--- config.mk ---
export PLATFORM = sky130hd
export DESIGN_NAME = block_flush_receive_window_unit
export DESIGN_NICKNAME = d
export VERILOG_FILES = /design/src/hw/rtl/bfrw_pkg.sv /design/src/hw/rtl/bfrw_tag_ram.sv /design/src/hw/rtl/bfrw_window_ctrl.sv /design/src/hw/rtl/block_flush_receive_window_unit.sv
export SDC_FILE = /design/constraint.sdc
export NUM_CORES = 1
export LEC_CHECK = 0
export BUFFER_PORTS_ARGS = -buffer_cell sky130_fd_sc_hd__buf_2
export CORE_MARGIN = 1
export CORE_UTILIZATION = 50
export CTS_CLUSTER_SIZE = 30
export DETAILED_ROUTE_END_ITERATION = 10
export PLACE_DENSITY = 0.75
export SLEW_MARGIN = 40
export SYNTH_ARGS = -nofsm -noshare
export SYNTH_HDL_FRONTEND = slang
export SYNTH_SLANG_ARGS = --single-unit
export TNS_END_PERCENT = 30
--- constraint.sdc ---
create_clock -name clk -period 25.4 [get_ports clk]
set_clock_uncertainty 0.1 [all_clocks]
set_input_delay 1.27 -clock clk [delete_from_list [all_inputs] [get_ports clk]]
set_output_delay 1.27 -clock clk [all_outputs]
set_load 0.05 [all_outputs]
--- src/hw/rtl/bfrw_pkg.sv ---
// Package for the block flush receive window unit.
// Field widths, action codes and the item/result structs shared by every module except the tag RAM.
// No dependencies.
package bfrw_pkg;

  // Defaults for the top-level parameter
  localparam int WINDOW_DEF = 32;

  // Payload sizes above one slot count as one slot
  localparam int SLOT_BYTES = 1024;

  // Fixed field widths
  localparam int ID_W    = 31;
  localparam int SIZE_W  = 11;
  localparam int CFG_W   = 6;
  localparam int SLOT_W  = 5;
  localparam int BYTES_W = 16;

  // Generation tag width of the slot memory
  localparam int EPOCH_W = 4;

  // Packed stream widths
  localparam int IN_DATA_W  = 48;
  localparam int OUT_DATA_W = 56;
  localparam int ACT_W      = 3;

  // Reset value of window_in_use
  localparam logic [CFG_W-1:0] CFG_RESET = 6'd32;

  typedef enum logic [ACT_W-1:0] {
    ACT_NEW       = 3'd0,
    ACT_DUP       = 3'd1,
    ACT_DELIVERED = 3'd2,
    ACT_DROP      = 3'd3,
    ACT_FIN       = 3'd4
  } action_t;

  // One packet header
  typedef struct packed {
    logic              is_fin;
    logic [ID_W-1:0]   packet_id;
    logic [SIZE_W-1:0] pay_len;
  } item_t;

  // One decision
  typedef struct packed {
    action_t            action;
    logic               send_ack;
    logic               ack_is_finack;
    logic [ID_W-1:0]    ack_id;
    logic [SLOT_W-1:0]  write_slot;
    logic               write_enable;
    logic               flush;
    logic [BYTES_W-1:0] flush_bytes;
  } result_t;

endpackage

--- src/hw/rtl/bfrw_tag_ram.sv ---
// Simple dual-port RAM holding the generation tag of each window slot.
// One write and one registered read per cycle. Uses no package.
module bfrw_tag_ram #(
  parameter int DEPTH  = 32,
  parameter int DATA_W = 4,
  localparam int AW    = (DEPTH > 1) ? $clog2(DEPTH) : 1
) (
  input  logic              clk,
  input  logic              wr_en,
  input  logic [AW-1:0]     wr_addr,
  input  logic [DATA_W-1:0] wr_data,
  input  logic              rd_en,
  input  logic [AW-1:0]     rd_addr,
  output logic [DATA_W-1:0] rd_data
);

  logic [DATA_W-1:0] mem [DEPTH];
  logic [DATA_W-1:0] rd_data_r;

  // write port
  always_ff @(posedge clk) begin
    if (wr_en) begin
      mem[wr_addr] <= wr_data;
    end
  end

  // read port, old data on a same-address collision
  always_ff @(posedge clk) begin
    if (rd_en) begin
      rd_data_r <= mem[rd_addr];
    end
  end

  assign rd_data = rd_data_r;

endmodule

--- src/hw/rtl/bfrw_window_ctrl.sv ---
// Window decision and state update: base, count, byte count, slot valid bits,
// generation counter and forwarding of the last update. Uses bfrw_pkg.
module bfrw_window_ctrl #(
  parameter int WINDOW = bfrw_pkg::WINDOW_DEF,
  localparam int IDX_W = (WINDOW > 1) ? $clog2(WINDOW) : 1
) (
  input  logic                          clk,
  input  logic                          rst_n,
  input  logic [bfrw_pkg::CFG_W-1:0]    win_cfg,
  input  logic [bfrw_pkg::ID_W-1:0]     in_id,
  output logic [IDX_W-1:0]              rd_addr,
  input  logic [bfrw_pkg::EPOCH_W-1:0]  rd_tag,
  input  bfrw_pkg::item_t               item,
  input  logic                          fire,
  output logic                          wr_en,
  output logic [IDX_W-1:0]              wr_addr,
  output logic [bfrw_pkg::EPOCH_W-1:0]  wr_data,
  output bfrw_pkg::result_t             result
);

  localparam int CNT_W = $clog2(WINDOW + 1);
  localparam int WW    = (CNT_W > bfrw_pkg::CFG_W) ? CNT_W : bfrw_pkg::CFG_W;
  localparam int ID_W  = bfrw_pkg::ID_W;
  localparam int EW    = bfrw_pkg::EPOCH_W;
  localparam int BW    = bfrw_pkg::BYTES_W;
  localparam int SW    = bfrw_pkg::SIZE_W;

  // state
  logic [ID_W-1:0]  base_r, base_nxt;
  logic [CNT_W-1:0] count_r, count_nxt;
  logic [BW-1:0]    bytes_r, bytes_nxt;
  logic [EW-1:0]    epoch_r, epoch_nxt;
  logic [WINDOW-1:0] valid_r, valid_nxt;
  // last update, for reads issued before it was written
  logic             last_clr_r, last_wr_r;
  logic [IDX_W-1:0] last_slot_r;

  logic [WW-1:0]     cfg_ext, w_eff;
  logic [ID_W:0]     w_ext, id_ext, base_plus_w, adv_plus_w;
  logic [ID_W-1:0]   adv_base, eff_base;
  logic              beyond, full, beyond2, flush_adv, dropped, in_win, clr;
  logic [IDX_W-1:0]  idx;
  logic              mask_bit, is_new;
  logic [SW-1:0]     size_c;
  logic [BW+1:0]     bytes_sum;
  logic [BW-1:0]     bytes_base;
  logic [CNT_W-1:0]  count_base;
  logic [BW-1:0]     fbytes;

  // read address for the next item, relative to the current base
  assign rd_addr = IDX_W'(in_id[IDX_W-1:0] - base_r[IDX_W-1:0] - IDX_W'(1));

  // effective window: zero counts as one, clamp at WINDOW
  always_comb begin
    cfg_ext = WW'(win_cfg);
    if (cfg_ext == '0) begin
      w_eff = WW'(1);
    end else if (cfg_ext > WW'(WINDOW)) begin
      w_eff = WW'(WINDOW);
    end else begin
      w_eff = cfg_ext;
    end
  end

  // window tests, compared on full values with no wrap
  always_comb begin
    w_ext       = (ID_W+1)'(w_eff);
    id_ext      = {1'b0, item.packet_id};
    base_plus_w = {1'b0, base_r} + w_ext;
    beyond      = id_ext > base_plus_w;
    full        = WW'(count_r) >= w_eff;
    adv_base    = base_plus_w[ID_W-1:0];
    adv_plus_w  = {1'b0, adv_base} + w_ext;
    beyond2     = id_ext > adv_plus_w;
    flush_adv   = !item.is_fin && beyond && full;
    dropped     = !item.is_fin && beyond && (!full || beyond2);
    eff_base    = flush_adv ? adv_base : base_r;
    in_win      = item.packet_id > eff_base;
    // an in-window id always lands below the effective window
    idx         = IDX_W'(item.packet_id[IDX_W-1:0] - eff_base[IDX_W-1:0] - IDX_W'(1));
    clr         = item.is_fin || flush_adv;
  end

  // mask bit of the slot: own flush, then last write, then last clear, then memory
  always_comb begin
    priority if (flush_adv) begin
      mask_bit = 1'b0;
    end else if (last_wr_r && (last_slot_r == idx)) begin
      mask_bit = 1'b1;
    end else if (last_clr_r) begin
      mask_bit = 1'b0;
    end else begin
      mask_bit = (32'(idx) < WINDOW) && valid_r[idx] && (rd_tag == epoch_r);
    end
    is_new = !item.is_fin && !dropped && in_win && !mask_bit;
  end

  // result
  always_comb begin
    fbytes = (item.is_fin || flush_adv) ? bytes_r : '0;
    result = '0;
    result.flush       = clr;
    result.flush_bytes = fbytes;
    priority if (item.is_fin) begin
      result.action        = bfrw_pkg::ACT_FIN;
      result.send_ack      = 1'b1;
      result.ack_is_finack = 1'b1;
    end else if (dropped) begin
      result.action = bfrw_pkg::ACT_DROP;
    end else if (in_win) begin
      result.action       = is_new ? bfrw_pkg::ACT_NEW : bfrw_pkg::ACT_DUP;
      result.send_ack     = 1'b1;
      result.ack_id       = item.packet_id;
      result.write_enable = is_new;
      result.write_slot   = is_new ? bfrw_pkg::SLOT_W'(idx) : '0;
    end else begin
      result.action   = bfrw_pkg::ACT_DELIVERED;
      result.send_ack = 1'b1;
      result.ack_id   = item.packet_id;
    end
  end

  // next state
  always_comb begin
    size_c     = (item.pay_len > SW'(bfrw_pkg::SLOT_BYTES)) ?
                 SW'(bfrw_pkg::SLOT_BYTES) : item.pay_len;
    bytes_base = clr ? '0 : bytes_r;
    count_base = clr ? '0 : count_r;
    bytes_sum  = (BW+2)'(bytes_base) + (BW+2)'(size_c);
    base_nxt   = item.is_fin ? '0 : eff_base;
    count_nxt  = count_base;
    bytes_nxt  = bytes_base;
    epoch_nxt  = clr ? EW'(epoch_r + EW'(1)) : epoch_r;
    valid_nxt  = (clr && (epoch_r == '1)) ? '0 : valid_r;
    if (is_new) begin
      count_nxt = CNT_W'(count_base + CNT_W'(1));
      bytes_nxt = (bytes_sum > (BW+2)'({BW{1'b1}})) ? '1 : BW'(bytes_sum);
      if (32'(idx) < WINDOW) begin
        valid_nxt[idx] = 1'b1;
      end
    end
  end

  // tag write for a newly received slot
  assign wr_en   = fire && is_new;
  assign wr_addr = idx;
  assign wr_data = epoch_nxt;

  // state registers
  always_ff @(posedge clk) begin
    if (!rst_n) begin
      base_r      <= '0;
      count_r     <= '0;
      bytes_r     <= '0;
      epoch_r     <= '0;
      valid_r     <= '0;
      last_clr_r  <= 1'b0;
      last_wr_r   <= 1'b0;
      last_slot_r <= '0;
    end else if (fire) begin
      base_r      <= base_nxt;
      count_r     <= count_nxt;
      bytes_r     <= bytes_nxt;
      epoch_r     <= epoch_nxt;
      valid_r     <= valid_nxt;
      last_clr_r  <= clr;
      last_wr_r   <= is_new;
      last_slot_r <= idx;
    end
  end

endmodule

--- src/hw/rtl/block_flush_receive_window_unit.sv ---
// Top level of the block flush receive window unit: input stage, slot tag
// RAM, window control and output register. Uses bfrw_pkg, bfrw_tag_ram and
// bfrw_window_ctrl.
//
//  Channel | Direction | tdata (low bit up)              | tuser
//  --------+-----------+---------------------------------+--------------
//  in_     | slave     | packet_id, pay_len               | is_fin
//  out_    | master    | send_ack, ack_is_finack, ack_id, | action
//          |           | write_slot, write_enable, flush, |
//          |           | flush_bytes                      |
//  cfg_    | write     | window_in_use                    | -
//
// One request per cycle while the output does not stall; an accepted header is held
// in the decision stage register, and its decision is loaded into the output
// register, from which its result is taken.
// The slot check reads the tag RAM at acceptance; the update of the previous
// request is forwarded into the decision, so no bubble is needed.
// Synchronous active-low reset: empty pipeline, base and counts zero,
// window_in_use 32. No clearing pass; slot validity resets at once.
// A stalled output holds the decision stage; input stalls only when both are full.
module block_flush_receive_window_unit #(
  parameter int WINDOW = bfrw_pkg::WINDOW_DEF
) (
  input  logic                              clk,
  input  logic                              rst_n,
  input  logic                              in_tvalid,
  output logic                              in_tready,
  input  logic [bfrw_pkg::IN_DATA_W-1:0]    in_tdata,   // packet_id, pay_len
  input  logic                              in_tuser,   // is_fin
  output logic                              out_tvalid,
  input  logic                              out_tready,
  output logic [bfrw_pkg::OUT_DATA_W-1:0]   out_tdata,  // send_ack, ack_is_finack,
                                                        // ack_id, write_slot,
                                                        // write_enable, flush,
                                                        // flush_bytes
  output logic [bfrw_pkg::ACT_W-1:0]        out_tuser,  // action
  input  logic                              cfg_we,
  input  logic [bfrw_pkg::CFG_W-1:0]        cfg_wdata   // window_in_use
);

  localparam int IDX_W = (WINDOW > 1) ? $clog2(WINDOW) : 1;
  localparam int ID_W  = bfrw_pkg::ID_W;
  localparam int SW    = bfrw_pkg::SIZE_W;

  logic [bfrw_pkg::CFG_W-1:0]   win_cfg_r;
  logic                         s1_v_r, s1_v_nxt;
  bfrw_pkg::item_t              s1_item_r;
  logic                         out_v_r, out_v_nxt;
  bfrw_pkg::result_t            out_res_r;
  bfrw_pkg::result_t            result;
  logic                         in_fire, s1_fire;
  logic [IDX_W-1:0]             rd_addr, wr_addr;
  logic [bfrw_pkg::EPOCH_W-1:0] rd_tag, wr_data;
  logic                         wr_en;
  bfrw_pkg::item_t              in_item;

  // handshake
  assign s1_fire   = s1_v_r && (!out_v_r || out_tready);
  assign in_tready = !s1_v_r || s1_fire;
  assign in_fire   = in_tvalid && in_tready;

  // unpack input request
  always_comb begin
    in_item.is_fin    = in_tuser;
    in_item.packet_id = in_tdata[ID_W-1:0];
    in_item.pay_len   = in_tdata[ID_W+SW-1:ID_W];
  end

  // configuration register
  always_ff @(posedge clk) begin
    if (!rst_n) begin
      win_cfg_r <= bfrw_pkg::CFG_RESET;
    end else if (cfg_we) begin
      win_cfg_r <= cfg_wdata;
    end
  end

  // decision stage
  always_comb begin
    s1_v_nxt = s1_v_r;
    if (in_fire) begin
      s1_v_nxt = 1'b1;
    end else if (s1_fire) begin
      s1_v_nxt = 1'b0;
    end
  end

  always_ff @(posedge clk) begin
    if (!rst_n) begin
      s1_v_r <= 1'b0;
    end else begin
      s1_v_r <= s1_v_nxt;
    end
  end

  always_ff @(posedge clk) begin
    if (in_fire) begin
      s1_item_r <= in_item;
    end
  end

  // output register
  always_comb begin
    out_v_nxt = out_v_r;
    if (s1_fire) begin
      out_v_nxt = 1'b1;
    end else if (out_tready) begin
      out_v_nxt = 1'b0;
    end
  end

  always_ff @(posedge clk) begin
    if (!rst_n) begin
      out_v_r <= 1'b0;
    end else begin
      out_v_r <= out_v_nxt;
    end
  end

  always_ff @(posedge clk) begin
    if (s1_fire) begin
      out_res_r <= result;
    end
  end

  bfrw_tag_ram #(
    .DEPTH  (WINDOW),
    .DATA_W (bfrw_pkg::EPOCH_W)
  ) u_tag_ram (
    .clk     (clk),
    .wr_en   (wr_en),
    .wr_addr (wr_addr),
    .wr_data (wr_data),
    .rd_en   (in_fire),
    .rd_addr (rd_addr),
    .rd_data (rd_tag)
  );

  bfrw_window_ctrl #(
    .WINDOW (WINDOW)
  ) u_ctrl (
    .clk     (clk),
    .rst_n   (rst_n),
    .win_cfg (win_cfg_r),
    .in_id   (in_item.packet_id),
    .rd_addr (rd_addr),
    .rd_tag  (rd_tag),
    .item    (s1_item_r),
    .fire    (s1_fire),
    .wr_en   (wr_en),
    .wr_addr (wr_addr),
    .wr_data (wr_data),
    .result  (result)
  );

  // pack output request
  assign out_tvalid = out_v_r;
  assign out_tuser  = out_res_r.action;
  assign out_tdata  = {out_res_r.flush_bytes,
                       out_res_r.flush,
                       out_res_r.write_enable,
                       out_res_r.write_slot,
                       out_res_r.ack_id,
                       out_res_r.ack_is_finack,
                       out_res_r.send_ack};

endmodule

-- Yosys cells after proc, flatten, opt, wreduce, memory -nomap -nowiden
Memory sizes are Yosys's and may differ from the RTL's. A register that Yosys moved wholly into a read port is not among the register bits.
Index checks and enable logic that the tools add are counted.
Widths: inputs -> output; s select.
- magnitude comparators: 9
- equal/unequal tests: 3
- reductions and logical operators: 29
- $add $sub $neg: 9
- bitwise logic cells: 3
- multiplexer cells: 31
- operators with widths (kind ; number):
    $add 31x6->32 ; 2
    $gt 31x32->1 ; 2
    $mux 32 ; 2
    $mux 31 ; 2
    $mux 16 ; 3
    $or 32x32->32 ; 1
    $gt 31x31->1 ; 1
    $mux 6 ; 4
    $gt 18x16->1 const B ; 1
    $add 16x11->17 ; 1
    $mux 1 ; 14
    $logic_and 1x1->1 ; 13
    $gt 11x11->1 const B ; 1
    $mux 11 ; 1
    $sub 5x1->5 const B ; 2
    $sub 5x5->5 ; 2
    $mux 4 ; 2
    $add 6x1->6 const B ; 1
    $ge 6x6->1 ; 1
    $gt 6x6->1 const B ; 1
    $logic_not 1->1 ; 6
    $logic_not 6->1 ; 1
    $lt 5x6->1 const B ; 1
    $bmux 1 s5 ; 1
    13 further kinds ; 18
- logic and storage cells: 107
- RAM bits: 128
- bits in registers: 206
- memories kept: 1
- memory list (memory ; depth ; bits a word ; rd ports ; clocked after memory_dff ; wr ports ; line ; text):
    u_tag_ram.mem ; 32 ; 4 ; 1 ; 1 ; 1 ; bfrw_tag_ram.sv:17 ; logic [DATA_W-1:0] mem [DEPTH];

-- Depth between registers and ports, before layout
- depth after elaboration: 21
- gate-level depth with buffers: 37
- depth with buffers taken out: 31

-- Hierarchy
A second synthesis with hierarchy kept.
- cell total of the unflattened synthesis: 1686
- area, all modules: 18650.4 µm²
- modules (own cells, without submodules) (module ; times used ; cells each ; sequential area each (µm²) ; area each (µm²)):
    bfrw_window_ctrl ; 1 ; 1325 ; 1921.8 ; 10078.4
    bfrw_tag_ram ; 1 ; 231 ; 3963.8 ; 5178.7
    block_flush_receive_window_unit ; 1 ; 130 ; 3223.1 ; 3393.3

-- Worst setup path before layout
OpenSTA, ideal clock, no wires.
- path kind: reg-to-reg
- start: register win_cfg_r[1] in the netlist's numbering
- end: memory u_tag_ram.mem[16][0] (enable)
- clock period less this slack: 8.448 ns
- stages on the path, launching flop included: 35
- slack: 16.952 ns
- required time: 24.923 ns
- library setup time: 0.377 ns
- arrival time: 7.971 ns
- buffers on the path: 4
- cells stage by stage: dfxtp_1 nor4_1 nor2_1 nor2_1 ha_1 fa_1 a211oi_4 nor3_2 o211ai_1 nor3_1 nand3_1 xor2_1 ha_1 nand4_1 or4_1 o31a_1 o21ai_0 a311o_1 clkbuf_1 nor2_1 o21ai_0 inv_1 ha_1 fa_1 clkbuf_1 clkbuf_1 mux4_2 nand2_1 nand4_1 o2111a_1 a2bb2oi_1 nor2_1 nand2_1 clkbuf_1 nor4_1
- cells in the longest elaborated chain, start to end: 21
- elaborated cells on any way between the ends: 34
- those cells by class: 4 x add/sub; 5 x order compare; 1 x eq/ne; 10 x mux; 14 x reduce/logical
- ends and longest elaborated chain (element ; line ; text):
    start, declared ; block_flush_receive_window_unit.sv:45 ; logic [bfrw_pkg::CFG_W-1:0] win_cfg_r;
    start signal, assigned ; block_flush_receive_window_unit.sv:72 ; win_cfg_r <= bfrw_pkg::CFG_RESET;
    start signal, assigned ; block_flush_receive_window_unit.sv:74 ; win_cfg_r <= cfg_wdata;
    $gt 6x6->1 ; bfrw_window_ctrl.sv:58 ; end else if (cfg_ext > WW'(WINDOW)) begin
    $mux 6 ; bfrw_window_ctrl.sv:58 ;
    $mux 6 (*) ; bfrw_window_ctrl.sv:56 ; if (cfg_ext == '0) begin
    $add 31x6->32 ; bfrw_window_ctrl.sv:69 ; base_plus_w = {1'b0, base_r} + w_ext;
    $gt 31x32->1 ; bfrw_window_ctrl.sv:70 ; beyond = id_ext > base_plus_w;
    $logic_and 1x1->1 (2 in series) ; bfrw_window_ctrl.sv:75 ; flush_adv = !item.is_fin && beyond && full;
    $mux 31 (*) ; bfrw_window_ctrl.sv:77 ; eff_base = flush_adv ? adv_base : base_r;
    $sub 5x5->5 (*) ; bfrw_window_ctrl.sv:80 ; idx = IDX_W'(item.packet_id[IDX_W-1:0] - eff_base[IDX_W-1:0] - IDX_W'(1));
    [1 not listed] ; n/a ;
    named net u_ctrl.wr_addr[1] ; bfrw_window_ctrl.sv:16 ; output logic [IDX_W-1:0] wr_addr,
    [3 not listed] ; n/a ;
    $mux 1 ; bfrw_window_ctrl.sv:90 ; end else if (last_clr_r) begin
    $mux 1 ; bfrw_window_ctrl.sv:88 ; end else if (last_wr_r && (last_slot_r == idx)) begin
    $mux 1 ; bfrw_window_ctrl.sv:86 ; priority if (flush_adv) begin
    $logic_not 1->1 ; bfrw_window_ctrl.sv:95 ; is_new = !item.is_fin && !dropped && in_win && !mask_bit;
    $logic_and 1x1->1 ; bfrw_window_ctrl.sv:95 ;
    $logic_and 1x1->1 ; bfrw_window_ctrl.sv:145 ; assign wr_en = fire && is_new;
    $mux 1 ; bfrw_tag_ram.sv:22 ; if (wr_en) begin
    $mux 1 (implied by the code) ; bfrw_tag_ram.sv:23 ; mem[wr_addr] <= wr_data;
    end, declared ; bfrw_tag_ram.sv:17 ;
Mark *: on every way through the listed nets, which the timed path passes. The rest lies on a longest branch. The select of a mux whose other input is x is not followed.

-- Final worst setup path
- start: register win_cfg_r[2] in the netlist's numbering
- end: memory u_tag_ram.mem[3][3] (enable)
The elaborated chain is that of the path after synthesis.

==> results summary <==
The flow ran to the end, and the final reports show no timing, DRC or antenna violations. The via count came out at 13900. The repair_antennas step left the layout with diodes totalling 0. The worst hold path begins at u_ctrl.valid_r[28]. Grouping stages by cell kind, the critical path spends the most delay in simple AND/OR/NAND/NOR gates.

The number of enable flip-flop cells after synthesis came out at 234. For this run, the register share of the synthesized area comes to 48.5%. The path class of the tightest hold or removal check is flop to flop. The maximum net fanout on the critical path is 16. Compared with the post-synthesis result, the final layout area differs by 12.7%.

The highest ir drop seen on vdd is 0.0583 mV. The number of top-level pins came out at 121. Setup slack closes at 15.33 ns. The clock tree buffer depth came out at 3. The first-pass GRT wire length is 76.5 mm. For the finished layout, the period the worst path requires is 10.07 ns.

The total congestion overflow came out at 0. In the final layout, the share of cells above drive strength 1 is 16.4%. The most common flop cell mapped by yosys is edfxtp_1. The post-layout instance area is 0.0212 sq mm. The placed cell area is 0.0198 sq mm.

The synthesized netlist cell count is 1690. For this design, the slowest cell found on the critical path is fa_1. The combined buffer and inverter count along the critical path came out at 2. After synthesis the cells add up to 0.0188 sq mm. The average size of a mapped cell is 11.1 sq um. The number of synthesis warnings came out at 0. At the pin with the least slew margin, the transition time is 0.874 ns.

Setup repair after global routing left no endpoint under its margin. The synthesized design contains 338 register bits. The total track usage is 25.8%. TritonCTS built the clock tree.

After detailed routing, the average wire length per cell comes to 21.3 um. The number of antenna violations at the first check in global routing came to 0. The number of buffers created by CTS came out at 37. The worst setup path is of the flop to flop kind.

The height of the chip came out at 196 um. Before antenna repair, the detailed router went through 6 iterations. The worst reg2reg path depth came out at 32. In this run the number of H-tree levels came out at 2.

The count of cells resized by post-cts repair is 0. After detailed routing, the total wire length is 48.5 mm. The starting density of the core is 51.1%. Hold is met by 0.348 ns.

In this run the clock root is driven by a clkbuf_16. The number of violations reported at the end of detailed-routing iteration 0 came out at 1334. The share of async-settable or async-resettable flops after synthesis came out at 0%. The setup total negative slack is 0 ns. Entering global routing, the biggest net connects 68 pins. The area of the core region is 0.0368 sq mm.

The reg-to-reg startpoint is win_cfg_r[2]. Setup violations remaining at the end of the flow were counted as 0. STA classifies the critical path startpoint as a flop.

After detailed routing, the number of remaining DRC violations is 0. The overall die area is 0.0383 sq mm. The number of port buffers came out at 114.

In this run the remaining antenna-violating nets after routing total 0. The number of vias per cell came out at 6.12. The arrival time of the worst setup path is 10.18 ns.

The upper clock frequency limit is 99.3 MHz. At the end of the flow, the number of nets in the layout was 1972. The worst flop-to-flop path endpoint is u_tag_ram.mem[3][3]. The dominant cell type by count on the critical path is nor2_1.

Dividing the final minimum period by the clock period gives 39.7%. The die boundary width came out at 196 um. The required time of the worst setup path is 25.51 ns. The max-cap violation count came out at 0. The number of cell rows is 70.

The clock insertion delay at the later pin of the skew report is 0.57 ns. The placer's final routability congestion estimate came out at 0.932. The static power due to leakage is 7.44 nW. The power per standard cell area came out at 62.8 mW/mm^2.

The tightest slew margin relative to the limit is 41.2%. The worst setup path is captured at a flop. The tree built by TritonCTS fans out to 338 sinks. The layout filler cell count came out at 3045. The end-of-flow core utilization came out at 57.5%. The final number of hold-violating endpoints is 0. The detailed placement HPWL is 33.9 mm. The largest stage delay on the critical path is 1.02 ns. Clock-pin slew was measured on the worst setup and hold paths at 0.06 ns. The reg2reg setup slack is 15.33 ns. After clock tree synthesis, the setup repair step added 0 buffers. The worst hold path passes through 2 cells. The hold-fix buffer count after cts is 0. The number of global-route vias before repair came out at 13700.

The number of max-slew violations in the final report is 0. The number of unique standard cell types used by synthesis came out at 83. The path with the worst hold slack has its endpoint at u_ctrl.valid_r[28]. The number of nets handed over by synthesis was 1884. OpenSTA, run right after detailed placement, puts the worst setup slack at 15.32 ns.
layer usage:
metal  global-route usage [%]  routed length [um]  vias to the layer above
met1                     33.7               20000                     6762
li1                         -                   -                     6506
met5                        0                   0                        -
met2                     42.6               23400                      533
met4                     10.9                1790                        0
met3                     4.25                3340                      120
synthesized netlist by cell type, types with 19 or more instances:
cell / instances / share of area [%]
nand3_1: 42 / 1.1
a21o_1: 25 / 1.0
o22ai_1: 19 / 0.63
edfxtp_1: 234 / 37
nor4_1: 24 / 0.80
xnor2_1: 65 / 3.0
o21ai_1: 28 / 0.75
dfxtp_1: 104 / 11
o21ai_0: 55 / 1.5
nand4_1: 38 / 1.3
mux4_2: 48 / 5.8
nor3_1: 41 / 1.1
nor2_1: 103 / 2.1
nor2b_1: 45 / 1.5
xor2_1: 32 / 1.5
o21a_1: 22 / 0.88
clkbuf_1: 61 / 1.2
nand2_1: 140 / 2.8
ha_1: 129 / 8.6
a21oi_1: 67 / 1.8
inv_1: 57 / 1.1
and2_1: 69 / 2.3
state kept, by name (all words and copies together), names as in the netlist:
signal              cells
u_tag_ram.mem         128
u_tag_ram.rd_data       4
u_ctrl.base_r          31
s1_item_r              43
s1_v_r                  1
u_ctrl.valid_r         32
u_ctrl.last_slot_r      5
u_ctrl.count_r          6
u_ctrl.epoch_r          4
out_tuser               3
out_tdata              56
win_cfg_r               6
u_ctrl.last_clr_r       1
out_tvalid              1
u_ctrl.last_wr_r        1
u_ctrl.bytes_r         16
report_power, final:
group	internal [W]	switching (W)	total, W
Clock	0.000342	0.000234	0.000576
Combinational	0.0000479	0.0000929	0.000141
Sequential	0.000603	0.00000921	0.000612
Total	0.000992	0.000337	0.00133
cell usage in the layout, fill, tap and decap left out, types with 7 or more instances in the layout:
| cell | synthesis | routed |
|---|---|---|
| a2111oi_0 | 8 | 8 |
| a211oi_1 | 14 | 14 |
| a21boi_0 | 14 | 14 |
| a21o_1 | 25 | 25 |
| a21oi_1 | 67 | 66 |
| a22oi_1 | 11 | 11 |
| a31oi_1 | 7 | 7 |
| and2_1 | 69 | 68 |
| and3_1 | 15 | 15 |
| buf_2 | 15 | 114 |
| buf_4 | 2 | 21 |
| clkbuf_1 | 61 | 7 |
| clkbuf_16 | 0 | 37 |
| dfxtp_1 | 104 | 104 |
| edfxtp_1 | 234 | 234 |
| ha_1 | 129 | 127 |
| inv_1 | 57 | 57 |
| mux2i_1 | 10 | 10 |
| mux4_2 | 48 | 48 |
| nand2_1 | 140 | 140 |
| nand3_1 | 42 | 42 |
| nand4_1 | 38 | 38 |
| nor2_1 | 103 | 101 |
| nor2b_1 | 45 | 45 |
| nor3_1 | 41 | 41 |
| nor4_1 | 24 | 16 |
| nor4_2 | 1 | 9 |
| o211ai_1 | 11 | 11 |
| o21a_1 | 22 | 22 |
| o21ai_0 | 55 | 55 |
| o21ai_1 | 28 | 27 |
| o22ai_1 | 19 | 19 |
| or4_1 | 9 | 9 |
| xnor2_1 | 65 | 62 |
| xor2_1 | 32 | 32 |
worst min-delay path: stages (launching register included):
cell and delay [ns]:
dfxtp_1 0.31, nand2_1 0.05, o21ai_1 0.05
worst max-delay path by stage:
stage	start	end	slack (ns)	cells after the start
4_1_cts	win_cfg_r[1]	u_tag_ram.mem[3][0]	15.24	32
5_1_grt	win_cfg_r[2]	u_tag_ram.mem[2][3]	14.80	32
3_3_place_gp	win_cfg_r[1]	u_tag_ram.mem[0][1]	15.59	32
2_1_floorplan	win_cfg_r[1]	u_tag_ram.mem[16][0]	16.95	34
3_5_place_dp	win_cfg_r[2]	u_tag_ram.mem[3][1]	15.32	32
6_report	win_cfg_r[2]	u_tag_ram.mem[3][3]	15.33	32
cells by family after synthesis:
group / after synthesis / share of synthesized area (%)
DFF: 338 / 48.5
buffers and inverters: 144 / 3.14
muxes: 63 / 6.59
adders and majority gates: 134 / 9.13
xor gates and xnor gates: 98 / 4.61
and+or+nand+nor: 575 / 16.1
AOI/OAI and AO/OA: 338 / 11.9
final cells by class:
cell class                 count  area (sq um)  area share (%)
tap                          468           586            2.77
multi-input combinational   1208          9220            43.5
clock buffer                  50          1030            4.89
clock inverter                18           275            1.30
sequential                   338          9110            43.0
inverter                      58           219            1.03
timing repair buffer         135           728            3.44
stage by stage:
stage / cells / total power (W)
2_1_floorplan: 1690 / 0.000717
3_3_place_gp: 2207 / 0.000758
3_5_place_dp: 2207 / 0.000762
4_1_cts: 2275 / 0.00134
5_1_grt: 2275 / 0.00137
6_report: 2275 / 0.00133
Power figures use the tool's default switching activity.
